**config.mk**
```make
export PLATFORM = sky130hd
export DESIGN_NAME = idle_gap_frame_receiver
export DESIGN_NICKNAME = d
export VERILOG_FILES = /design/src/igfr_pkg.sv /design/src/igfr_ram.sv /design/src/igfr_seq.sv /design/src/idle_gap_frame_receiver.sv
export SDC_FILE = /design/constraint.sdc
export NUM_CORES = 1
export LEC_CHECK = 0
export BUFFER_PORTS_ARGS = -buffer_cell sky130_fd_sc_hd__buf_2
export CORE_UTILIZATION = 65
export DETAILED_ROUTE_END_ITERATION = 8
export HOLD_SLACK_MARGIN = 0.05
export MAX_ROUTING_LAYER = met4
export PLACE_DENSITY = 0.89
export SYNTH_ARGS = -nofsm -noshare
export SYNTH_HDL_FRONTEND = slang
export SYNTH_SLANG_ARGS = --single-unit
```
**constraint.sdc**
```tcl
create_clock -name clk -period 8.47 [get_ports clk]
set_input_delay 0.847 -clock clk [delete_from_list [all_inputs] [get_ports clk]]
set_output_delay 0.847 -clock clk [all_outputs]
set_load 0.02 [all_outputs]
```
**src/igfr_pkg.sv**
```systemverilog
`default_nettype none

package igfr_pkg;

  // Input command codes.
  localparam logic CMD_BYTE = 1'b0;
  localparam logic CMD_TICK = 1'b1;

  // Register select codes, taken from paddr[2].
  localparam logic REG_GAP_MS  = 1'b0;
  localparam logic REG_MAX_LEN = 1'b1;

  // Register reset values.
  localparam logic [7:0] GAP_MS_RESET  = 8'd30;
  localparam logic [6:0] MAX_LEN_RESET = 7'd64;

  // Most bytes read out of one frame, whatever the length register holds.
  localparam logic [6:0] MAX_RESULTS = 7'd64;

  // Saturation value of the idle counter.
  localparam logic [7:0] IDLE_MAX = 8'd255;

  typedef enum logic [1:0] {
    SEQ_IDLE,
    SEQ_FETCH,
    SEQ_SHOW
  } seq_state_t;

  // Readout request from the receive control to the readout sequencer.
  typedef struct packed {
    logic       go;
    logic [6:0] len;
  } start_t;

endpackage

`default_nettype wire

```
**src/igfr_ram.sv**
```systemverilog
`default_nettype none

module igfr_ram #(
  parameter int WIDTH = 8,
  parameter int DEPTH = 64,
  localparam int AddrW = (DEPTH > 1) ? $clog2(DEPTH) : 1
) (
  input  wire logic             clk,
  input  wire logic             we,
  input  wire logic [AddrW-1:0] waddr,
  input  wire logic [WIDTH-1:0] wdata,
  input  wire logic             re,
  input  wire logic [AddrW-1:0] raddr,
  output logic      [WIDTH-1:0] rdata
);

  logic [WIDTH-1:0] mem [DEPTH];

  always_ff @(posedge clk) begin
    if (we) begin
      mem[waddr] <= wdata;
    end
    if (re) begin
      rdata <= mem[raddr];
    end
  end

endmodule

`default_nettype wire

```
**src/igfr_seq.sv**
```systemverilog
`default_nettype none

module igfr_seq (
  input  wire logic            clk,
  input  wire logic            rst_n,
  input  wire igfr_pkg::start_t start,
  input  wire logic            out_stall,
  input  wire logic [7:0]      rdata,
  output logic                 rd_en,
  output logic      [6:0]      rd_idx,
  output logic                 out_valid,
  output logic      [7:0]      out_frame_byte,
  output logic                 out_last,
  output logic      [6:0]      out_len,
  output logic                 busy
);
  import igfr_pkg::*;

  seq_state_t state_r, state_nxt;
  logic [6:0] idx_r, idx_nxt;
  logic [6:0] len_r, len_nxt;
  logic       last;

  always_ff @(posedge clk) begin
    if (!rst_n) begin
      state_r <= SEQ_IDLE;
    end else begin
      state_r <= state_nxt;
    end
  end

  always_ff @(posedge clk) begin
    idx_r <= idx_nxt;
    len_r <= len_nxt;
  end

  assign last = ((idx_r + 7'd1) == len_r);

  // One byte per pass: fetch from the frame store, then hold it on the
  // output until the consumer takes it.
  always_comb begin
    state_nxt = state_r;
    idx_nxt   = idx_r;
    len_nxt   = len_r;
    rd_en     = 1'b0;
    out_valid = 1'b0;
    case (state_r)
      SEQ_IDLE: begin
        if (start.go && (start.len != 7'd0)) begin
          len_nxt   = start.len;
          idx_nxt   = 7'd0;
          state_nxt = SEQ_FETCH;
        end
      end
      SEQ_FETCH: begin
        rd_en     = 1'b1;
        state_nxt = SEQ_SHOW;
      end
      SEQ_SHOW: begin
        out_valid = 1'b1;
        if (!out_stall) begin
          if (last) begin
            state_nxt = SEQ_IDLE;
          end else begin
            idx_nxt   = idx_r + 7'd1;
            state_nxt = SEQ_FETCH;
          end
        end
      end
      default: begin
        state_nxt = SEQ_IDLE;
      end
    endcase
  end

  assign rd_idx         = idx_r;
  assign out_frame_byte = rdata;
  assign out_last       = last;
  assign out_len        = len_r;
  assign busy           = (state_r != SEQ_IDLE);

endmodule

`default_nettype wire

```
**src/idle_gap_frame_receiver.sv**
```systemverilog
// Idle-gap frame receiver.
// The input channel carries one transaction per received serial byte
// (in_cmd = 0, byte in in_rx_byte) or per timer tick (in_cmd = 1, elapsed
// milliseconds in in_tick_ms). Bytes are written into a frame store of
// BUF_DEPTH entries; bytes past the end of the store are dropped. A tick
// advances a saturating idle counter, and once the line has been idle for
// longer than gap_ms the buffered frame is read out on the output channel,
// one transaction per byte, with out_last_of_frame on the final one.
// A byte or a tick that ends no frame is handled in the cycle it is accepted,
// and in_stall stays low. A tick that ends a frame of N bytes raises in_stall
// for the readout: each byte is read from the frame store, whose data is
// registered, and is then shown on the output.
// Reset clears the counters and the receiving flag and loads gap_ms = 30 and
// max_frame_len = 64; the frame store is not cleared. While out_stall is high
// the current byte holds on the output and the readout waits. Registers are
// written through the APB port at addresses 0 (gap_ms) and 4 (max_frame_len)
// only while the block is idle; this binds the user, and the block itself
// does not enforce it.
`default_nettype none

module idle_gap_frame_receiver #(
  parameter int BUF_DEPTH = 64
) (
  input  wire logic        clk,
  input  wire logic        rst_n,
  // Input channel.
  input  wire logic        in_valid,
  output logic             in_stall,
  input  wire logic        in_cmd,
  input  wire logic [7:0]  in_rx_byte,
  input  wire logic [7:0]  in_tick_ms,
  // Output channel.
  output logic             out_valid,
  input  wire logic        out_stall,
  output logic      [7:0]  out_frame_byte,
  output logic             out_last_of_frame,
  output logic      [6:0]  out_frame_length,
  // Configuration port.
  input  wire logic        psel,
  input  wire logic        penable,
  input  wire logic        pwrite,
  input  wire logic [2:0]  paddr,
  input  wire logic [31:0] pwdata,
  output logic      [31:0] prdata,
  output logic             pready
);
  import igfr_pkg::*;

  localparam int AddrW = (BUF_DEPTH > 1) ? $clog2(BUF_DEPTH) : 1;
  localparam int CntW  = $clog2(BUF_DEPTH + 1);
  localparam int CmpW  = (CntW > 7) ? CntW : 7;

  // Configuration registers.
  logic [7:0] gap_ms_r;
  logic [6:0] max_len_r;
  logic       cfg_wr;

  // Receive state.
  logic [CntW-1:0] byte_count_r, byte_count_nxt;
  logic [CntW-1:0] count_tick_r, count_tick_nxt;
  logic [7:0]      idle_ms_r, idle_ms_nxt;
  logic            receiving_r, receiving_nxt;

  logic            in_accept;
  logic            busy;
  logic            store_we;
  logic [8:0]      idle_sum;
  logic [7:0]      idle_sat;
  logic [7:0]      idle_chk;
  logic [6:0]      len_lim;
  logic [CmpW-1:0] count_ext;
  logic [CmpW-1:0] lim_ext;
  logic [CmpW-1:0] frame_n;
  start_t          start;

  logic            rd_en;
  logic [6:0]      rd_idx;
  logic [7:0]      rdata;

  // ---------------------------------------------------------------------
  // Configuration port. Writes complete in the access phase; pready is
  // tied high so no transaction is ever extended by wait states.
  // ---------------------------------------------------------------------
  assign pready = 1'b1;
  assign cfg_wr = psel && penable && pwrite;

  always_ff @(posedge clk) begin
    if (!rst_n) begin
      gap_ms_r  <= GAP_MS_RESET;
      max_len_r <= MAX_LEN_RESET;
    end else if (cfg_wr) begin
      case (paddr[2])
        REG_GAP_MS:  gap_ms_r  <= pwdata[7:0];
        REG_MAX_LEN: max_len_r <= pwdata[6:0];
        default: begin
        end
      endcase
    end
  end

  always_comb begin
    case (paddr[2])
      REG_GAP_MS:  prdata = {24'd0, gap_ms_r};
      REG_MAX_LEN: prdata = {25'd0, max_len_r};
      default:     prdata = 32'd0;
    endcase
  end

  // ---------------------------------------------------------------------
  // Receive control. Bytes and ticks are handled in the cycle they are
  // accepted; only a frame readout keeps the input stalled.
  // ---------------------------------------------------------------------
  assign in_stall  = busy;
  assign in_accept = in_valid && !in_stall;

  // Saturating idle counter update.
  assign idle_sum = {1'b0, idle_ms_r} + {1'b0, in_tick_ms};
  assign idle_sat = idle_sum[8] ? IDLE_MAX : idle_sum[7:0];

  // A change in byte count since the last tick means the line was active,
  // so the idle time restarts from zero.
  assign idle_chk = (byte_count_r != count_tick_r) ? 8'd0 : idle_sat;

  // Frame length is the buffered count capped by the length register, and
  // that cap is itself limited to MAX_RESULTS bytes.
  assign len_lim   = (max_len_r > MAX_RESULTS) ? MAX_RESULTS : max_len_r;
  assign count_ext = CmpW'(byte_count_r);
  assign lim_ext   = CmpW'(len_lim);
  assign frame_n   = (count_ext < lim_ext) ? count_ext : lim_ext;

  assign store_we = in_accept && (in_cmd == CMD_BYTE) &&
                    (byte_count_r < CntW'(BUF_DEPTH));

  always_comb begin
    byte_count_nxt = byte_count_r;
    count_tick_nxt = count_tick_r;
    idle_ms_nxt    = idle_ms_r;
    receiving_nxt  = receiving_r;
    start.go       = 1'b0;
    start.len      = frame_n[6:0];
    if (in_accept) begin
      case (in_cmd)
        CMD_BYTE: begin
          if (store_we) begin
            byte_count_nxt = byte_count_r + CntW'(1);
          end
          receiving_nxt = 1'b1;
        end
        CMD_TICK: begin
          if (!receiving_r) begin
            idle_ms_nxt = idle_sat;
          end else begin
            count_tick_nxt = byte_count_r;
            if (idle_chk > gap_ms_r) begin
              // Gap exceeded: the frame ends and its bytes go out.
              idle_ms_nxt    = 8'd0;
              receiving_nxt  = 1'b0;
              byte_count_nxt = '0;
              start.go       = 1'b1;
            end else begin
              idle_ms_nxt = idle_chk;
            end
          end
        end
        default: begin
        end
      endcase
    end
  end

  always_ff @(posedge clk) begin
    if (!rst_n) begin
      byte_count_r <= '0;
      count_tick_r <= '0;
      idle_ms_r    <= 8'd0;
      receiving_r  <= 1'b0;
    end else begin
      byte_count_r <= byte_count_nxt;
      count_tick_r <= count_tick_nxt;
      idle_ms_r    <= idle_ms_nxt;
      receiving_r  <= receiving_nxt;
    end
  end

  // ---------------------------------------------------------------------
  // Frame store and readout sequencer. The store is written by bytes and
  // read only by the sequencer, which runs while the input is stalled.
  // ---------------------------------------------------------------------
  igfr_ram #(
    .WIDTH (8),
    .DEPTH (BUF_DEPTH)
  ) u_store (
    .clk   (clk),
    .we    (store_we),
    .waddr (byte_count_r[AddrW-1:0]),
    .wdata (in_rx_byte),
    .re    (rd_en),
    .raddr (AddrW'(rd_idx)),
    .rdata (rdata)
  );

  igfr_seq u_seq (
    .clk            (clk),
    .rst_n          (rst_n),
    .start          (start),
    .out_stall      (out_stall),
    .rdata          (rdata),
    .rd_en          (rd_en),
    .rd_idx         (rd_idx),
    .out_valid      (out_valid),
    .out_frame_byte (out_frame_byte),
    .out_last       (out_last_of_frame),
    .out_len        (out_frame_length),
    .busy           (busy)
  );

  // ---------------------------------------------------------------------
  // Checks.
  // ---------------------------------------------------------------------

  // No new transaction is taken while a frame is being read out.
  a_stall_during_readout: assert property (@(posedge clk) disable iff (!rst_n)
    out_valid |-> in_stall)
    else $error("input accepted during frame readout");

  // The byte count never passes the store depth.
  a_count_bounded: assert property (@(posedge clk) disable iff (!rst_n)
    byte_count_r <= CntW'(BUF_DEPTH))
    else $error("byte count beyond store depth");

  // During readout the frame has been closed and the count cleared.
  a_frame_closed: assert property (@(posedge clk) disable iff (!rst_n)
    out_valid |-> (byte_count_r == '0) && !receiving_r && (idle_ms_r == 8'd0))
    else $error("readout with receive state not cleared");

  // Once the last byte of a frame is taken, the output goes quiet.
  a_last_ends_readout: assert property (@(posedge clk) disable iff (!rst_n)
    out_valid && out_last_of_frame && !out_stall |=> !out_valid)
    else $error("output continued after last byte of frame");

endmodule

`default_nettype wire
```
==> impl_metrics.tcl <==
set metrics [dict create \
    run_status "finished clean" \
    r2r_cells 14 \
    slew_headroom 0.08001 \
    drc 0 \
    drv_slew 0 \
    h-tree-depth 2 \
    grt_pass1_vias 12920 \
    start_kind "flip-flop" \
    synth.top_cell.area_share 0.6927 \
    clk_pin_slew_ns 0.06 \
    p_int_mw 4.776 \
    max_freq_ghz 0.2240 \
    min_path_cells 2 \
    clockBufferDepth 3 \
    pin_count 110 \
    p_per_area_nw_per_um2 234.9 \
    dr.pass1.iters 6 \
    fillers 1780 \
    instances_no_fill 1836 \
    worst_slew_pin_slew_ns 1.380 \
    post_cts.repair.setup_buffers 0 \
    ys.flop_type "edfxtp_1" \
    cts_tree "built" \
    critical_path_arrival_ns 3.62 \
    p_leak_nw 8.368 \
    rows 68 \
    die-area_um2 36370 \
    p_clk_frac 0.439 \
    ys_seq_elements 574 \
    holdBufCountCts 0 \
    finalCritPeriodShare 0.5270 \
    cts_root_buffer "clkbuf_16" \
    grt-ovfl-total 0 \
    p_comb_frac 0.042 \
    yosysTopAreaCell "edfxtp_1" \
    rrSetupSlack_ns 4.32 \
    hold_viol 0 \
    antennaDiodeCount 0 \
    critPathKind "flip-flop to output pin" \
    numPortBuffers 58 \
    hp-class "flip-flop to flip-flop" \
    drive_gt1_frac 0.2143 \
    wl_per_cell_um 29.88 \
    rsz0062_at_grt "no" \
    grt_usage 0.3223 \
    antenna_found_initial 0 \
    ir_drop_mv 0.2077 \
    skew_ns 0.02350 \
    ys_top_cells_by_area "edfxtp_1, mux4_2, dfxtp_1, nor2_1, a22oi_1" \
    synthArstFlopShare 0 \
    cp-end-kind "output pin" \
    via_per_inst 7.016 \
    synthCells 1281 \
    fin_setup_tns_ns 0 \
    maxCapViolCount 0 \
    syn_area_per_cell_um2 18.07 \
    dp_hpwl_mm 29.91 \
    yosysWarnings 0 \
    synth-edff-count 534 \
    clk_latency_ns 0.59 \
    switchingPower_mw 1.239 \
    synth_cell_types 50 \
    num_vias 12880 \
    dieWidth_um 190.7 \
    final_util 0.7359 \
    cts_sinks 574 \
    grt_max_degree 102 \
    layout_min_cycle_time_ns 4.463 \
    cts-resized-gates 0 \
    place_area_um2 23670 \
    finalSetupViolCount 0 \
    cts_inserted_buffers 53 \
    p_sw_frac 0.2060 \
    area_growth_pct 10.62 \
    coreArea_um2 34800 \
    drtIter0Drc 1849 \
    nets 1420 \
    start_util 0.6653 \
    dp.cells 1736 \
    fin_area_um2 25610 \
    worstPathMaxFanout 101 \
    drt.antenna.violating_nets 0 \
    syn-cell-area_um2 23150 \
    grt_pass1_wl_mm 82.03 \
    die_height_um 190.7 \
    drt_wl_total_mm 54.86 \
    pwr-share-seq 0.519 \
    ys_seq_area_frac 0.7273 \
    critical_path_required_ns 7.62 \
    place_congestion 0.8594 \
]
-- state kept, by name, indices dropped and copies added, names as in the netlist --
signal         cells
receiving_r        1
u_store.rdata      8
u_seq.out_len      7
idle_ms_r          8
byte_count_r       7
gap_ms_r           8
u_seq.rd_idx       7
count_tick_r       7
u_seq.state_r      2
max_len_r          7
u_store.mem      512
-- layout make-up --
class                   count  area [um^2]  share of cell area
flip-flops and latches    574        16840              0.6574
multi-input cells         621         5826              0.2275
clock buffers              60         1395             0.05448
well taps                 455        569.3             0.02223
clock inverters            40        540.5             0.02111
repair buffers             67        370.4             0.01446
inverters                  19        71.32            0.002785
-- worst paths after layout --
path,startpoint,to
min,gap_ms_r[7]$_SDFFE_PN0P_,gap_ms_r[7]$_SDFFE_PN0P_
max reg2reg,idle_ms_r[0]$_SDFFE_PN0P_,u_seq.rd_idx[0]$_SDFFCE_PN0P_
min reg2reg,gap_ms_r[7]$_SDFFE_PN0P_,gap_ms_r[7]$_SDFFE_PN0P_
max,u_seq.rd_idx[0]$_SDFFCE_PN0P_,out_last_of_frame
-- cells in the final DEF, fill, tap and decap left out, types with 7 or more instances in the layout --
cell type  Yosys  routed
a21oi_1       29      29
a221oi_1      16      16
a22o_1        16      16
a22oi_1       40      40
buf_2          6      58
buf_4         30       8
bufinv_16      0      13
clkbuf_16      0      55
clkinv_2       0      15
conb_1         2      25
dfxtp_1       40      40
edfxtp_1     534     534
ha_1          24      24
inv_1         19      19
mux2i_1        8       8
mux4_2       128     128
nand2_1       71      71
nand3_1       14      14
nand4_1       12      12
nor2_1       120     119
o21ai_0       19      19
o221ai_1       8       8
or3_1          7       7
xnor2_1       14      14
xor2_1        12      12
-- logic make-up after synthesis --
family / share of synthesized area
DFF: 0.7273
xor gates and xnor gates: 0.009837
buffers and inverters: 0.02513
AOI/OAI and AO/OA: 0.04773
other: 0.0003244
adders and majority gates: 0.01384
and+or+nand+nor: 0.04643
muxes: 0.1294
-- Yosys cell counts, types with 3 or more instances --
library cell	instances
a211oi_1	5
a21o_1	4
a21oi_1	29
a221oi_1	16
a22o_1	16
a22oi_1	40
and2_1	3
buf_1	10
buf_2	6
buf_4	30
buf_6	7
clkbuf_1	37
dfxtp_1	40
edfxtp_1	534
ha_1	24
inv_1	19
mux2_2	3
mux2i_1	8
mux4_2	128
nand2_1	71
nand2b_1	4
nand3_1	14
nand4_1	12
nor2_1	120
nor2b_1	6
nor3_1	3
o211ai_1	6
o21a_1	4
o21ai_0	19
o221ai_1	8
or3_1	7
xnor2_1	14
xor2_1	12
-- routing by layer --
metal  wire, um  GRT usage  part of all wire
met2      27430     0.5140              0.50
met5          0          -                 0
met4       2139     0.1178             0.039
met3       6141    0.06073              0.11
met1      19150     0.4187              0.35
-- through the flow --
stage          total power, mW  setup WS [ns]  hold slack [ns]
2_1_floorplan            3.342          4.479           0.4291
3_3_place_gp             3.412          3.945           0.4443
3_5_place_dp             3.429          3.768           0.4511
4_1_cts                  6.015          3.962           0.4601
5_1_grt                  6.143          3.743           0.4748
6_report                 6.015          4.007           0.4576
-- power by group through the flow --
stage | Sequential (mW) | Combinational (mW) | Clock [mW]
CTS | 3.12 | 0.251 | 2.64
finish | 3.12 | 0.254 | 2.64
global placement | 3.18 | 0.231 | 0
detailed placement | 3.18 | 0.246 | 0
global route | 3.12 | 0.280 | 2.74
floorplan | 3.18 | 0.164 | 0
-- worst max-delay path, stage by stage (launching register included) --
cell      delay [ns]
edfxtp_1        0.36
buf_4           0.54
buf_12          0.66
nand4_1         0.20
xor2_1          0.31
xnor2_1         0.15
nor4_2          0.47
buf_2           0.27
Note: power is estimated with default switching activity, not from simulation.
